==> src/sv/wrr_pkg.sv <==
// ----------------------------------------------------------------------------
// wrr_pkg
// Shared types and codes of the weighted round-robin scheduler.
// ----------------------------------------------------------------------------
package wrr_pkg;

    // request function codes as they arrive on the input channel
    localparam logic [2:0] FUNC_CREATE = 3'd0;
    localparam logic [2:0] FUNC_WAKE   = 3'd1;
    localparam logic [2:0] FUNC_TICK   = 3'd2;
    localparam logic [2:0] FUNC_SETPRI = 3'd3;
    localparam logic [2:0] FUNC_LEAVE  = 3'd4;

    // leave reasons
    localparam logic [2:0] LEAVE_SLEEP = 3'd0;
    localparam logic [2:0] LEAVE_PIPE  = 3'd1;
    localparam logic [2:0] LEAVE_WAIT  = 3'd2;
    localparam logic [2:0] LEAVE_ZOMB  = 3'd3;
    localparam logic [2:0] LEAVE_YIELD = 3'd4;

    // result status codes
    localparam logic [1:0] STATUS_DONE    = 2'd0;
    localparam logic [1:0] STATUS_FULL    = 2'd1;
    localparam logic [1:0] STATUS_IGNORED = 2'd2;

    // configuration register indexes
    localparam logic [1:0] CFG_PRIO_MIN = 2'd0;
    localparam logic [1:0] CFG_PRIO_MAX = 2'd1;
    localparam logic [1:0] CFG_PRIO_DEF = 2'd2;

    localparam int QDEPTH = 2;

    typedef enum logic [2:0] {
        ST_UNUSED    = 3'd0,
        ST_RUNNABLE  = 3'd1,
        ST_RUNNING   = 3'd2,
        ST_SLEEPING  = 3'd3,
        ST_WAIT_PIPE = 3'd4,
        ST_WAITING   = 3'd5,
        ST_ZOMBIE    = 3'd6
    } slot_st_t;

    typedef enum logic [2:0] {
        OP_CREATE,
        OP_WAKE,
        OP_TICK,
        OP_SETPRI,
        OP_LEAVE,
        OP_BAD
    } op_t;

    // classified request handed from the front end to the back end
    typedef struct packed {
        op_t         op;
        logic [3:0]  target;
        logic        tgt_ok;
        logic [7:0]  prio;
        logic [63:0] now;
        logic [15:0] mask;
        slot_st_t    leave_st;
        logic        leave_ok;
        logic [63:0] wake_at;
    } cmd_t;

    typedef struct packed {
        logic [1:0] status;
        logic [3:0] slot;
        logic       switched;
        logic       idle;
    } res_t;

endpackage

==> src/sv/wrr_ram.sv <==
// ----------------------------------------------------------------------------
// wrr_ram
// Generic single-write, single-read RAM with registered read data.
// ----------------------------------------------------------------------------
module wrr_ram #(
    parameter int WIDTH = 64,
    parameter int DEPTH = 16
) (
    input  logic                     aclk,
    input  logic                     we,
    input  logic [$clog2(DEPTH)-1:0] waddr,
    input  logic [WIDTH-1:0]         wdata,
    input  logic [$clog2(DEPTH)-1:0] raddr,
    output logic [WIDTH-1:0]         rdata
);

    logic [WIDTH-1:0] mem_reg [DEPTH];
    logic [WIDTH-1:0] rdata_reg;

    always_ff @(posedge aclk) begin
        if (we) begin
            mem_reg[waddr] <= wdata;
        end
        rdata_reg <= mem_reg[raddr];
    end

    assign rdata = rdata_reg;

endmodule

==> src/sv/wrr_queue.sv <==
// ----------------------------------------------------------------------------
// wrr_queue
// Two-entry command queue between the request decoder and the engine.
// ----------------------------------------------------------------------------
module wrr_queue
    import wrr_pkg::*;
(
    input  logic aclk,
    input  logic aresetn,
    input  logic push,
    input  cmd_t din,
    output logic full,
    input  logic pop,
    output cmd_t dout,
    output logic valid
);

    localparam int AW = $clog2(QDEPTH);

    cmd_t            mem_reg [QDEPTH];
    logic [AW-1:0]   wr_ptr_reg;
    logic [AW-1:0]   rd_ptr_reg;
    logic [AW:0]     cnt_reg;

    always_ff @(posedge aclk) begin
        if (!aresetn) begin
            wr_ptr_reg <= '0;
            rd_ptr_reg <= '0;
            cnt_reg    <= '0;
        end else begin
            if (push) begin
                mem_reg[wr_ptr_reg] <= din;
                wr_ptr_reg          <= wr_ptr_reg + 1'b1;
            end
            if (pop) begin
                rd_ptr_reg <= rd_ptr_reg + 1'b1;
            end
            if (push && !pop) begin
                cnt_reg <= cnt_reg + 1'b1;
            end else if (!push && pop) begin
                cnt_reg <= cnt_reg - 1'b1;
            end
        end
    end

    assign full  = (cnt_reg == (AW+1)'(QDEPTH));
    assign valid = (cnt_reg != '0);
    assign dout  = mem_reg[rd_ptr_reg];

endmodule

==> src/sv/wrr_front.sv <==
// ----------------------------------------------------------------------------
// wrr_front
// Request decoder: accepts words, classifies them and clamps priorities.
// ----------------------------------------------------------------------------
module wrr_front
    import wrr_pkg::*;
#(
    parameter int SLOTS = 16
) (
    input  logic               s_valid,
    output logic               s_ready,
    input  logic [2:0]         s_func,
    input  logic [3:0]         s_target_slot,
    input  logic signed [15:0] s_new_priority,
    input  logic [63:0]        s_now_time,
    input  logic [15:0]        s_pipe_ready_mask,
    input  logic [2:0]         s_leave_state,
    input  logic [63:0]        s_wake_at,
    input  logic [7:0]         prio_min,
    input  logic [7:0]         prio_max,
    input  logic               q_full,
    output logic               q_push,
    output cmd_t               q_cmd
);

    logic signed [15:0] pmin_s;
    logic signed [15:0] pmax_s;
    logic signed [15:0] p_lo;
    logic [7:0]         p_clamped;

    // raise to min first, then lower to max
    always_comb begin
        pmin_s    = signed'({8'd0, prio_min});
        pmax_s    = signed'({8'd0, prio_max});
        p_lo      = (s_new_priority < pmin_s) ? pmin_s : s_new_priority;
        p_clamped = (p_lo > pmax_s) ? prio_max : p_lo[7:0];
    end

    always_comb begin
        q_cmd.target   = s_target_slot;
        q_cmd.tgt_ok   = (32'(s_target_slot) < SLOTS);
        q_cmd.prio     = p_clamped;
        q_cmd.now      = s_now_time;
        q_cmd.mask     = s_pipe_ready_mask;
        q_cmd.wake_at  = s_wake_at;
        q_cmd.leave_ok = (s_leave_state <= LEAVE_YIELD);

        case (s_func)
            FUNC_CREATE: q_cmd.op = OP_CREATE;
            FUNC_WAKE:   q_cmd.op = OP_WAKE;
            FUNC_TICK:   q_cmd.op = OP_TICK;
            FUNC_SETPRI: q_cmd.op = OP_SETPRI;
            FUNC_LEAVE:  q_cmd.op = OP_LEAVE;
            default:     q_cmd.op = OP_BAD;
        endcase

        case (s_leave_state)
            LEAVE_SLEEP: q_cmd.leave_st = ST_SLEEPING;
            LEAVE_PIPE:  q_cmd.leave_st = ST_WAIT_PIPE;
            LEAVE_WAIT:  q_cmd.leave_st = ST_WAITING;
            LEAVE_ZOMB:  q_cmd.leave_st = ST_ZOMBIE;
            default:     q_cmd.leave_st = ST_RUNNABLE;
        endcase
    end

    assign s_ready = !q_full;
    assign q_push  = s_valid && !q_full;

endmodule

==> src/sv/wrr_back.sv <==
// ----------------------------------------------------------------------------
// wrr_back
// Scheduling engine: slot table, round-robin pick, wake sweep and result word.
// ----------------------------------------------------------------------------
module wrr_back
    import wrr_pkg::*;
#(
    parameter int SLOTS = 16
) (
    input  logic       aclk,
    input  logic       aresetn,
    input  logic [7:0] prio_def,
    input  logic       q_valid,
    input  cmd_t       q_cmd,
    output logic       q_pop,
    output logic       res_vld,
    output res_t       res,
    input  logic       res_ready
);

    localparam int SW = (SLOTS > 1) ? $clog2(SLOTS) : 1;

    typedef enum logic [2:0] {
        B_IDLE,
        B_EXEC,
        B_WAKE,
        B_SRCH,
        B_PICK
    } bst_t;

    bst_t            fsm_reg;
    cmd_t            cmd_reg;
    res_t            res_reg;
    logic            res_vld_reg;

    slot_st_t        st_reg     [SLOTS];
    logic [7:0]      prio_reg   [SLOTS];
    logic [7:0]      slice_reg  [SLOTS];
    logic [31:0]     ticks_reg  [SLOTS];
    logic [SLOTS-1:0] dlv_reg;
    logic            cur_vld_reg;
    logic [SW-1:0]   cur_reg;

    logic [SW:0]     wk_cnt_reg;
    logic            chk_vld_reg;
    logic [SW-1:0]   chk_idx_reg;
    logic [SLOTS-1:0] rot_reg;
    logic [SLOTS-1:0] rot_next;

    logic [SLOTS-1:0]   free_vec;
    logic [SLOTS-1:0]   run_vec;
    logic               free_any;
    logic [SW-1:0]      free_idx;
    logic [SW-1:0]      start;
    logic [SW:0]        shamt;
    logic [2*SLOTS-1:0] dbl;
    logic               pick_any;
    logic [SW-1:0]      pick_off;
    logic [SW+1:0]      pick_sum;
    logic [SW-1:0]      pick_idx;
    logic               cur_run;
    logic [SLOTS+15:0]  mask_ext;
    logic [SW-1:0]      tgt_idx;
    logic               ram_we;
    logic [63:0]        ram_rdata;
    logic [63:0]        dl_val;

    always_comb begin
        free_any = 1'b0;
        free_idx = '0;
        for (int i = SLOTS - 1; i >= 0; i--) begin
            free_vec[i] = (st_reg[i] == ST_UNUSED);
            run_vec[i]  = (st_reg[i] == ST_RUNNABLE);
            if (free_vec[i]) begin
                free_any = 1'b1;
                free_idx = SW'(i);
            end
        end

        // round-robin: rotate so the slot after the current one lands at bit 0
        start    = cur_vld_reg ? cur_reg : '0;
        shamt    = {1'b0, start} + 1'b1;
        dbl      = {run_vec, run_vec} >> shamt;
        rot_next = dbl[SLOTS-1:0];

        pick_any = 1'b0;
        pick_off = '0;
        for (int i = SLOTS - 1; i >= 0; i--) begin
            if (rot_reg[i]) begin
                pick_any = 1'b1;
                pick_off = SW'(i);
            end
        end
        pick_sum = (SW+2)'(start) + (SW+2)'(1) + (SW+2)'(pick_off);
        pick_idx = (pick_sum >= (SW+2)'(SLOTS)) ? SW'(pick_sum - (SW+2)'(SLOTS))
                                                : SW'(pick_sum);

        cur_run  = cur_vld_reg && (st_reg[cur_reg] == ST_RUNNING);
        mask_ext = {{SLOTS{1'b0}}, cmd_reg.mask};
        tgt_idx  = SW'(cmd_reg.target);
        dl_val   = dlv_reg[chk_idx_reg] ? ram_rdata : 64'd0;
    end

    assign ram_we = (fsm_reg == B_EXEC) && (cmd_reg.op == OP_LEAVE) && cur_run
                    && cmd_reg.leave_ok && (cmd_reg.leave_st == ST_SLEEPING);

    wrr_ram #(
        .WIDTH (64),
        .DEPTH (SLOTS)
    ) u_deadline (
        .aclk  (aclk),
        .we    (ram_we),
        .waddr (cur_reg),
        .wdata (cmd_reg.wake_at),
        .raddr (SW'(wk_cnt_reg)),
        .rdata (ram_rdata)
    );

    assign q_pop = (fsm_reg == B_IDLE) && q_valid && !res_vld_reg;

    always_ff @(posedge aclk) begin
        if (!aresetn) begin
            fsm_reg     <= B_IDLE;
            res_vld_reg <= 1'b0;
            cur_vld_reg <= 1'b0;
            dlv_reg     <= '0;
            chk_vld_reg <= 1'b0;
            for (int i = 0; i < SLOTS; i++) begin
                st_reg[i] <= ST_UNUSED;
            end
        end else begin
            if (res_vld_reg && res_ready) begin
                res_vld_reg <= 1'b0;
            end

            case (fsm_reg)
                B_IDLE: begin
                    if (q_pop) begin
                        cmd_reg <= q_cmd;
                        fsm_reg <= B_EXEC;
                    end
                end

                B_EXEC: begin
                    fsm_reg <= B_IDLE;
                    case (cmd_reg.op)
                        OP_CREATE: begin
                            res_vld_reg <= 1'b1;
                            if (free_any) begin
                                st_reg[free_idx]    <= ST_RUNNABLE;
                                prio_reg[free_idx]  <= prio_def;
                                slice_reg[free_idx] <= prio_def;
                                ticks_reg[free_idx] <= '0;
                                dlv_reg[free_idx]   <= 1'b0;
                                res_reg <= '{STATUS_DONE, 4'(free_idx), 1'b0, 1'b0};
                            end else begin
                                res_reg <= '{STATUS_FULL, 4'd0, 1'b0, 1'b0};
                            end
                        end

                        OP_WAKE: begin
                            // pipe waiters wake at once, sleepers in the sweep
                            for (int i = 0; i < SLOTS; i++) begin
                                if (st_reg[i] == ST_WAIT_PIPE && mask_ext[i]) begin
                                    st_reg[i] <= ST_RUNNABLE;
                                end
                            end
                            wk_cnt_reg  <= '0;
                            chk_vld_reg <= 1'b0;
                            fsm_reg     <= B_WAKE;
                        end

                        OP_TICK: begin
                            if (cur_run) begin
                                ticks_reg[cur_reg] <= ticks_reg[cur_reg] + 32'd1;
                                if (slice_reg[cur_reg] > 8'd1) begin
                                    slice_reg[cur_reg] <= slice_reg[cur_reg] - 8'd1;
                                    res_vld_reg <= 1'b1;
                                    res_reg <= '{STATUS_DONE, 4'(cur_reg), 1'b0, 1'b0};
                                end else begin
                                    slice_reg[cur_reg] <= 8'd0;
                                    st_reg[cur_reg]    <= ST_RUNNABLE;
                                    fsm_reg            <= B_SRCH;
                                end
                            end else begin
                                fsm_reg <= B_SRCH;
                            end
                        end

                        OP_SETPRI: begin
                            res_vld_reg <= 1'b1;
                            if (cmd_reg.tgt_ok && st_reg[tgt_idx] != ST_UNUSED) begin
                                prio_reg[tgt_idx] <= cmd_reg.prio;
                                res_reg <= '{STATUS_DONE, cmd_reg.target, 1'b0, 1'b0};
                            end else begin
                                res_reg <= '{STATUS_IGNORED, 4'd0, 1'b0, 1'b0};
                            end
                        end

                        OP_LEAVE: begin
                            if (cur_run && cmd_reg.leave_ok) begin
                                st_reg[cur_reg] <= cmd_reg.leave_st;
                                if (cmd_reg.leave_st == ST_SLEEPING) begin
                                    dlv_reg[cur_reg] <= 1'b1;
                                end
                                fsm_reg <= B_SRCH;
                            end else begin
                                res_vld_reg <= 1'b1;
                                res_reg <= '{STATUS_IGNORED, 4'd0, 1'b0, 1'b0};
                            end
                        end

                        default: begin
                            res_vld_reg <= 1'b1;
                            res_reg <= '{STATUS_IGNORED, 4'd0, 1'b0, 1'b0};
                        end
                    endcase
                end

                B_WAKE: begin
                    // one deadline read issued per cycle, compared in the following cycle
                    if (wk_cnt_reg != (SW+1)'(SLOTS)) begin
                        wk_cnt_reg  <= wk_cnt_reg + 1'b1;
                        chk_vld_reg <= 1'b1;
                        chk_idx_reg <= SW'(wk_cnt_reg);
                    end else begin
                        chk_vld_reg <= 1'b0;
                    end
                    if (chk_vld_reg && st_reg[chk_idx_reg] == ST_SLEEPING
                        && cmd_reg.now >= dl_val) begin
                        st_reg[chk_idx_reg] <= ST_RUNNABLE;
                    end
                    if (wk_cnt_reg == (SW+1)'(SLOTS) && !chk_vld_reg) begin
                        res_vld_reg <= 1'b1;
                        res_reg     <= '{STATUS_DONE, 4'd0, 1'b0, 1'b0};
                        fsm_reg     <= B_IDLE;
                    end
                end

                B_SRCH: begin
                    rot_reg <= rot_next;
                    fsm_reg <= B_PICK;
                end

                B_PICK: begin
                    res_vld_reg <= 1'b1;
                    fsm_reg     <= B_IDLE;
                    if (pick_any) begin
                        st_reg[pick_idx]    <= ST_RUNNING;
                        slice_reg[pick_idx] <= prio_reg[pick_idx];
                        cur_reg             <= pick_idx;
                        cur_vld_reg         <= 1'b1;
                        res_reg <= '{STATUS_DONE, 4'(pick_idx),
                                     !(cur_vld_reg && cur_reg == pick_idx), 1'b0};
                    end else begin
                        cur_vld_reg <= 1'b0;
                        res_reg     <= '{STATUS_DONE, 4'd0, 1'b0, 1'b1};
                    end
                end

                default: begin
                    fsm_reg <= B_IDLE;
                end
            endcase
        end
    end

    assign res_vld = res_vld_reg;
    assign res     = res_reg;

endmodule

==> src/sv/weighted_round_robin_scheduler.sv <==
// ----------------------------------------------------------------------------
// weighted_round_robin_scheduler
// Task scheduler over a slot table with round-robin selection and slices.
// ----------------------------------------------------------------------------
// Requests pass through a two-entry queue to a sequencer that handles one at
// a time and leaves its result word in an output register, so new requests
// are taken while a result waits. Create, set priority and rejected requests
// and a tick that keeps the task are done in the execute state; a tick or
// leave that schedules goes through state update, rotate and pick; a wake
// scan is bounded by the wake deadline memory, which has one read port and
// is swept one slot a cycle.
// The next request leaves the queue once the previous result is taken.
module weighted_round_robin_scheduler
    import wrr_pkg::*;
#(
    parameter int SLOTS = 16
) (
    input  logic               aclk,
    input  logic               aresetn,
    input  logic               cfg_we,
    input  logic [1:0]         cfg_index,
    input  logic [7:0]         cfg_wdata,
    input  logic               s_valid,
    output logic               s_ready,
    input  logic [2:0]         s_func,
    input  logic [3:0]         s_target_slot,
    input  logic signed [15:0] s_new_priority,
    input  logic [63:0]        s_now_time,
    input  logic [15:0]        s_pipe_ready_mask,
    input  logic [2:0]         s_leave_state,
    input  logic [63:0]        s_wake_at,
    output logic               m_valid,
    input  logic               m_ready,
    output logic [1:0]         m_status,
    output logic [3:0]         m_chosen_slot,
    output logic               m_switched,
    output logic               m_idle
);

    logic [7:0] prio_min_reg;
    logic [7:0] prio_max_reg;
    logic [7:0] prio_def_reg;

    logic q_full;
    logic q_push;
    logic q_pop;
    logic q_valid;
    cmd_t q_din;
    cmd_t q_dout;
    res_t res;

    always_ff @(posedge aclk) begin
        if (!aresetn) begin
            prio_min_reg <= 8'd1;
            prio_max_reg <= 8'd8;
            prio_def_reg <= 8'd4;
        end else if (cfg_we) begin
            case (cfg_index)
                CFG_PRIO_MIN: prio_min_reg <= cfg_wdata;
                CFG_PRIO_MAX: prio_max_reg <= cfg_wdata;
                CFG_PRIO_DEF: prio_def_reg <= cfg_wdata;
                default: ;
            endcase
        end
    end

    wrr_front #(
        .SLOTS (SLOTS)
    ) u_front (
        .s_valid           (s_valid),
        .s_ready           (s_ready),
        .s_func            (s_func),
        .s_target_slot     (s_target_slot),
        .s_new_priority    (s_new_priority),
        .s_now_time        (s_now_time),
        .s_pipe_ready_mask (s_pipe_ready_mask),
        .s_leave_state     (s_leave_state),
        .s_wake_at         (s_wake_at),
        .prio_min          (prio_min_reg),
        .prio_max          (prio_max_reg),
        .q_full            (q_full),
        .q_push            (q_push),
        .q_cmd             (q_din)
    );

    wrr_queue u_queue (
        .aclk    (aclk),
        .aresetn (aresetn),
        .push    (q_push),
        .din     (q_din),
        .full    (q_full),
        .pop     (q_pop),
        .dout    (q_dout),
        .valid   (q_valid)
    );

    wrr_back #(
        .SLOTS (SLOTS)
    ) u_back (
        .aclk      (aclk),
        .aresetn   (aresetn),
        .prio_def  (prio_def_reg),
        .q_valid   (q_valid),
        .q_cmd     (q_dout),
        .q_pop     (q_pop),
        .res_vld   (m_valid),
        .res       (res),
        .res_ready (m_ready)
    );

    assign m_status      = res.status;
    assign m_chosen_slot = res.slot;
    assign m_switched    = res.switched;
    assign m_idle        = res.idle;

`ifndef ASSERT_OFF
    // an empty search reports no slot and no switch
    a_idle_clean: assert property (@(posedge aclk) disable iff (!aresetn)
        m_valid && m_idle |-> m_chosen_slot == 4'd0 && !m_switched
                              && m_status == STATUS_DONE)
        else $error("idle result carries slot or switch");

    // rejected or full requests never schedule
    a_fail_quiet: assert property (@(posedge aclk) disable iff (!aresetn)
        m_valid && m_status != STATUS_DONE |-> !m_switched && !m_idle
                                               && m_chosen_slot == 4'd0)
        else $error("failed request reports scheduling");

    // the engine only takes a word the queue holds
    a_pop_valid: assert property (@(posedge aclk) disable iff (!aresetn)
        q_pop |-> q_valid && !m_valid)
        else $error("queue popped while empty or result pending");
`endif

endmodule

==> config.mk <==
export PLATFORM = sky130hd
export DESIGN_NAME = weighted_round_robin_scheduler
export DESIGN_NICKNAME = d
export VERILOG_FILES = /design/src/sv/wrr_pkg.sv /design/src/sv/wrr_ram.sv /design/src/sv/wrr_queue.sv /design/src/sv/wrr_front.sv /design/src/sv/wrr_back.sv /design/src/sv/weighted_round_robin_scheduler.sv
export SDC_FILE = /design/constraint.sdc
export NUM_CORES = 2
export LEC_CHECK = 0
export BUFFER_PORTS_ARGS = -buffer_cell sky130_fd_sc_hd__clkbuf_2
export CELL_PAD_IN_SITES_DETAIL_PLACEMENT = 1
export CELL_PAD_IN_SITES_GLOBAL_PLACEMENT = 2
export CORE_MARGIN = 1.5
export CORE_UTILIZATION = 44
export DETAILED_ROUTE_END_ITERATION = 10
export PLACE_DENSITY = 0.81
export SETUP_SLACK_MARGIN = 0.2
export SLEW_MARGIN = 20
export SYNTH_ARGS = -nofsm -noshare
export SYNTH_HDL_FRONTEND = slang
export SYNTH_SLANG_ARGS = --single-unit
==> constraint.sdc <==
create_clock -name aclk -period 8.56 [get_ports aclk]
set_input_delay 0.428 -clock aclk [delete_from_list [all_inputs] [get_ports aclk]]
set_output_delay 0.428 -clock aclk [all_outputs]
set_load 0.01 [all_outputs]
* Word-level counts from Yosys, hierarchy flattened *
Memory sizes are Yosys's and may differ from the RTL's. A register that Yosys moved wholly into a read port is not among the register bits.
Index checks and enable logic that the tools add are counted.

word-level totals
  memories = 5
  output and inout port bits = 10
  bits of input ports = 185
  register bits after elaboration = 88
  word-level logic and storage cells = 497
  RAM bits = 1654

cells by class
  $add $sub $neg = 10
  equal/unequal tests = 67
  multiplexer cells = 275
  reduce and logical (&&, ||, !) cells = 87
  order comparisons = 11
  bitwise logic cells = 21
  shift-type cells = 1

memory list
  name                       depth  bits a word  rd ports  clocked after Yosys merged registers in  write ports  line             RTL
  u_back.u_deadline.mem_reg  16     64           1         1                                        1            wrr_ram.sv:17    logic [WIDTH-1:0] mem_reg [DEPTH];
  u_queue.mem_reg            2      163          1         1                                        1            wrr_queue.sv:20  cmd_t mem_reg [QDEPTH];
  u_back.prio_reg            16     8            1         0                                        1            wrr_back.sv:37   logic [7:0] prio_reg [SLOTS];
  u_back.slice_reg           16     8            1         1                                        1            wrr_back.sv:38   logic [7:0] slice_reg [SLOTS];
  u_back.st_reg              16     3            19        2                                        16           wrr_back.sv:36   slot_st_t st_reg [SLOTS];

operators by type and width
  kind                                                             count
  4-bit 2-to-1 mux                                                 44
  1-bit 2-to-1 mux                                                 170
  8-bit 2-to-1 mux                                                 10
  3-bit 2-to-1 mux                                                 23
  64-bit >= comparator                                             1
  16-bit 2-to-1 mux                                                4
  64-bit 2-to-1 mux                                                1
  3-bit by 1-bit == test with 1-bit output, second input constant  20
  3-bit logical NOT                                                20
  3-bit == test, second input constant                             19
  8-bit case mux with 5 select lines                               1
  1-bit logical AND                                                35
  3-bit by 2-bit == test with 1-bit output, second input constant  11
  16-bit case mux with 2 select lines                              1
  32-bit by 5-bit >> shifter with 16-bit output                    1
  3-bit case mux with 4 select lines                               2
  8-bit case mux with 3 select lines                               1
  8-bit OR reduction                                               3
  1-bit bitwise OR                                                 18
  16-bit bitwise AND                                               1
  16-bit by 9-bit > comparator with 1-bit output                   1
  16-bit by 9-bit less-than comparator with 1-bit output           1
  16-bit inverter                                                  1
  16-bit bitwise OR                                                1
  43 further kinds                                                 82

* Longest topological paths before layout *
An unclocked memory read counts as a cell.

  depth in word-level cells = 28
  depth in mapped cells = 25
  depth with buffers taken out = 24

* Modules after synthesis *
A second synthesis with hierarchy kept.

unflattened totals
  cell total of the unflattened synthesis = 4234
  area, all modules = 79258.5 um^2

by module, submodules not included
  module                          area each (um^2)  sequential area each (um^2)  times used  cells each
  wrr_ram                         39581.7           32030.7                      1           1647
  wrr_back                        24796.3           15845.2                      1           1728
  wrr_queue                       12122.9           9949.5                       1           533
  wrr_front                       1834.3            0.0                          1           235
  weighted_round_robin_scheduler  923.4             480.5                        1           91

* Worst setup path after synthesis *
OpenSTA, ideal clock, no wires.

  kind = input -> register
  start point = input port aresetn
  end point = register u_back.cmd_reg[0] (netlist name) (enable)
  setup time = 0.689 ns
  setup slack = -0.054 ns
  required time = 7.871 ns
  stages = 5
  buffers on the path = 3
  data arrival time = 7.925 ns
  path through = clkbuf_1 -> inv_1 -> clkbuf_1 -> clkbuf_1 -> nor2_1

on the way
  longest elaborated chain between the ends = 1

ends and longest elaborated chain
  element                        line                                  RTL
  start: declaration             weighted_round_robin_scheduler.sv:19  input logic aresetn,
  3-bit AND reduction (no line)  -
  end signal: assignment         wrr_back.sv:139                       cmd_reg <= q_cmd;
  end: declaration               wrr_back.sv:32                        cmd_t cmd_reg;

No other way between the ends.
A chain may end at the register's enable or synchronous reset.

==> key figures <==
Power and ir drop
  • Seq pwr share: 54.4%
  • Power, Total: 22.1 mW
  • Total internal power: 16.9 mW
  • P_leak: just under 30 nW
  • PwrDens: between 200 and 250 mW/mm^2
  • Switch share: 23.4%
  • Clock power share: a little under two fifths
  • Comb pwr share: just over 7%
  • Maximum vdd drop: 0.216 mV
  • NetSw: roughly 5.2 mW

Logic synthesis
  • Synth Area per Inst: approximately 20 sq um
  • Synth cell types: 91
  • Synth area leader: edfxtp_1
  • Synth Register Bits: 1976
  • Post-synthesis net count: around 4200
  • Async SR Flop Fraction: 0%
  • Top_reg_cell synth: edfxtp_1
  • Post-synth EDFFs: 1854
  • Post-Syn Area: 0.0775 sq mm
  • Sequential-to-total area share from yosys stat: 75.0%
  • Most area-consuming cells after synthesis: edfxtp_1 72%, mux4_2 12%, dfxtp_1 3.2%
  • Synth Instances: between 3000 and 4000
  • Synth top area share: 71.9%
  • Yosys warns: 0

Timing
  • Final setup vio count: 0
  • Rel. slew slack: between 10% and 20%
  • Setup WS post-layout: about 1700 ps
  • Setup TNS: 0 ps
  • RSZ-0062 raised after global routing: no
  • Endpoints failing hold: 0
  • Final min period: 6850 ps
  • Final period utilization: 80.0%
  • Worst Tran Pin Value: approximately 1300 ps
  • Max Clock Skew: 40.2 ps
  • Peak Freq: 0.146 GHz
  • Final Slew Violations: 0

Clocking
  • Setup bufs post-CTS: 0
  • Root buf cell: clkbuf_16
  • CTS tree: built
  • H-Tree Level Count: 4
  • TritonCTS Buffers: 196
  • Reg clk slew, reported paths: 60 ps
  • Clk Latency, worst-skew pair: between 800 and 900 ps
  • Clock buffer depth: 3
  • Clock net sink count: 1976

Die
  • Row cnt: between 150 and 200
  • Die width: between 400 and 500 um
  • Die ar.: 0.179 sq mm
  • Die height: 423 um
  • Initial core utilization: 44.4%
  • Core footprint: 0.174 sq mm
  • Top Ports: roughly 200

Worst setup path
  • Crit path DAT: around 7400 ps
  • Crit. End Element: flop
  • Critical path's most frequent cell: nand2_1
  • Crit-path cells: mux4_2 -> mux4_2 -> buf_4 -> nand2_1 -> ha_1 -> nand4_1 -> nor4_1 -> nand2_1 -> a31oi_1 -> o21ai_0 -> a21oi_1 -> mux2i_4 -> o21ai_2 -> nand2_1 -> o211ai_1
  • Family with the most delay on the worst path: compound AO/OA/AOI/OAI gates
  • Max incr delay on CP: 800 ps
  • Worst setup SP type: flop
  • Critical path class: reg -> reg
  • Crit-path max FO: 33
  • CP required: 9070 ps
  • Worst Path Buf+Inv: 1
  • CP max-delay cell: mux4_2

Placed design
  • Dpl cells: 6347
  • DP HPWL: 115 mm
  • Pre-CTS setup slack: between 1500 and 2000 ps
  • GP Congestion: 0.879
  • I/O Buffers: between 150 and 200

Global routing
  • GRT Total Usage: 21.6%
  • Vias in the first global route: 42000
  • Initial antenna violation count: 1
  • GRT overflow: 0
  • First-pass GRT wire length: about 280 mm
  • Pin count of the biggest net entering global routing: 128

Layout
  • Share of cells above drive strength 1: 26.5%
  • Nets@finish: around 4700
  • Antenna cells: 0
  • Final Non-Filler Cells: 6883
  • Most frequent cells in the layout: 1854 x edfxtp_1, 396 x mux4_2, 199 x clkbuf_16
  • Max FFs per register: a little over 1000
  • Area Growth Syn to Fin: 15.5%
  • Final Util: between 50% and 60%
  • Most common cell after layout, fill and taps aside: edfxtp_1

Worst hold path
  • Worst hold path class: in -> reg

Flow run
  • Max cap viols: 0

Detailed routing
  • DRT iter0 DRCs: 3147
  • DRC: 0
  • Vias per inst: 5.67
  • WL final: 191 mm
  • TritonRoute pass-1 iters: 5
  • Vias: roughly 39000
  • Antenna Violating Nets Remaining: 0
  • WL/cell: 27.7 um

Run status
  • Status: finished, final reports clean
## metal layers
metal / global-route usage [%] / up-vias / wire length [um]
li1: - / 16900 / -
met1: 26.8 / 20800 / 74500
met2: 38.6 / 1081 / 102000
met3: 2.86 / 289 / 8460
met4: 7.28 / 0 / 5980
met5: 0 / - / 0
## area by class of cell
class | count | area, sq um
well taps | 2325 | 2910
repair buffers | 423 | 3180
fillers | 15600 | 84900
clock buffers | 259 | 5330
inverters | 46 | 173
clock inverters | 113 | 1070
multi-input cells | 1741 | 18700
flip-flops and latches | 1976 | 58100
## power groups by stage
| stage | clock network (mW) | registers, mW | logic (mW) |
|---|---|---|---|
| final | 8.50 | 12.0 | 1.60 |
| after floorplan | 0 | 11.9 | 1.04 |
| after CTS | 8.64 | 12.0 | 1.63 |
| after global routing | 8.98 | 12.1 | 1.74 |
| after detailed placement | 0 | 12.2 | 1.56 |
| after global placement | 0 | 12.2 | 1.51 |
## tightest hold or removal path, delay by kind of cell
family / cells / cell delay [ps]
multiplexers: 1 / 130
buffers and inverters: 1 / 120
AND/OR/NAND/NOR: 2 / 160
## cell families (layout without fill, tap and decap cells)
logic type / count (synthesis) / in the layout / synth area share [%]
AO/OA/AOI/OAI: 276 / 276 / 2.33
adder cells (fa/ha/maj): 89 / 89 / 1.45
multiplexers: 683 / 683 / 15.6
XOR/XNOR: 21 / 21 / 0.237
flip-flops: 1976 / 1976 / 75.0
AND/OR/NAND/NOR: 672 / 672 / 4.19
buffers and inverters: 215 / 841 / 1.12
## stage by stage
stage / hold WS [ps] / cell area [sq um]
2_1_floorplan: 424 / 77500
3_3_place_gp: 452 / 81400
3_5_place_dp: 469 / 81400
4_1_cts: 43.6 / 89400
5_1_grt: 54.8 / 89500
6_report: 60.8 / 89500
## worst paths after layout
kind | startpoint | to | slack [ps] | cells after the start
worst min-delay path | cfg_index[0] | prio_min_reg[0]$_SDFFE_PN1P_ | 60 | 4
worst max register to register | u_back.chk_idx_reg[0]$_DFFE_PP_ | u_back.st_reg[4][2]$_SDFFCE_PN0P_ | 1710 | 15
worst min register to register | u_back.dlv_reg[13]$_SDFFE_PN0P_ | u_back.dlv_reg[13]$_SDFFE_PN0P_ | 480 | 1
worst max-delay path | u_back.chk_idx_reg[0]$_DFFE_PP_ | u_back.st_reg[4][2]$_SDFFCE_PN0P_ | 1710 | 15
## synthesized netlist by cell type, drive strengths merged (9+ instances only)
cell,count
inv,44
mux2i,86
and2,9
nand4,20
nor2b,20
ha,88
a211oi,14
buf,52
a21o,11
mux4,400
o21a,12
nand3b,12
nor3b,20
or3,19
nand3,37
xor2,10
mux2,197
clkbuf,117
nor3,67
a31oi,14
o22ai,16
nand2,189
o21ai,64
edfxtp,1854
nor4,15
a21oi,81
xnor2,11
dfxtp,122
and3,9
nand2b,36
nor2,200
## repair_timing
action	4_1_cts	5_1_grt
endpoints found under the hold margin	334	0
gates resized for setup	0	0
hold buffers	164	0
(Power assumes the default switching activity.)
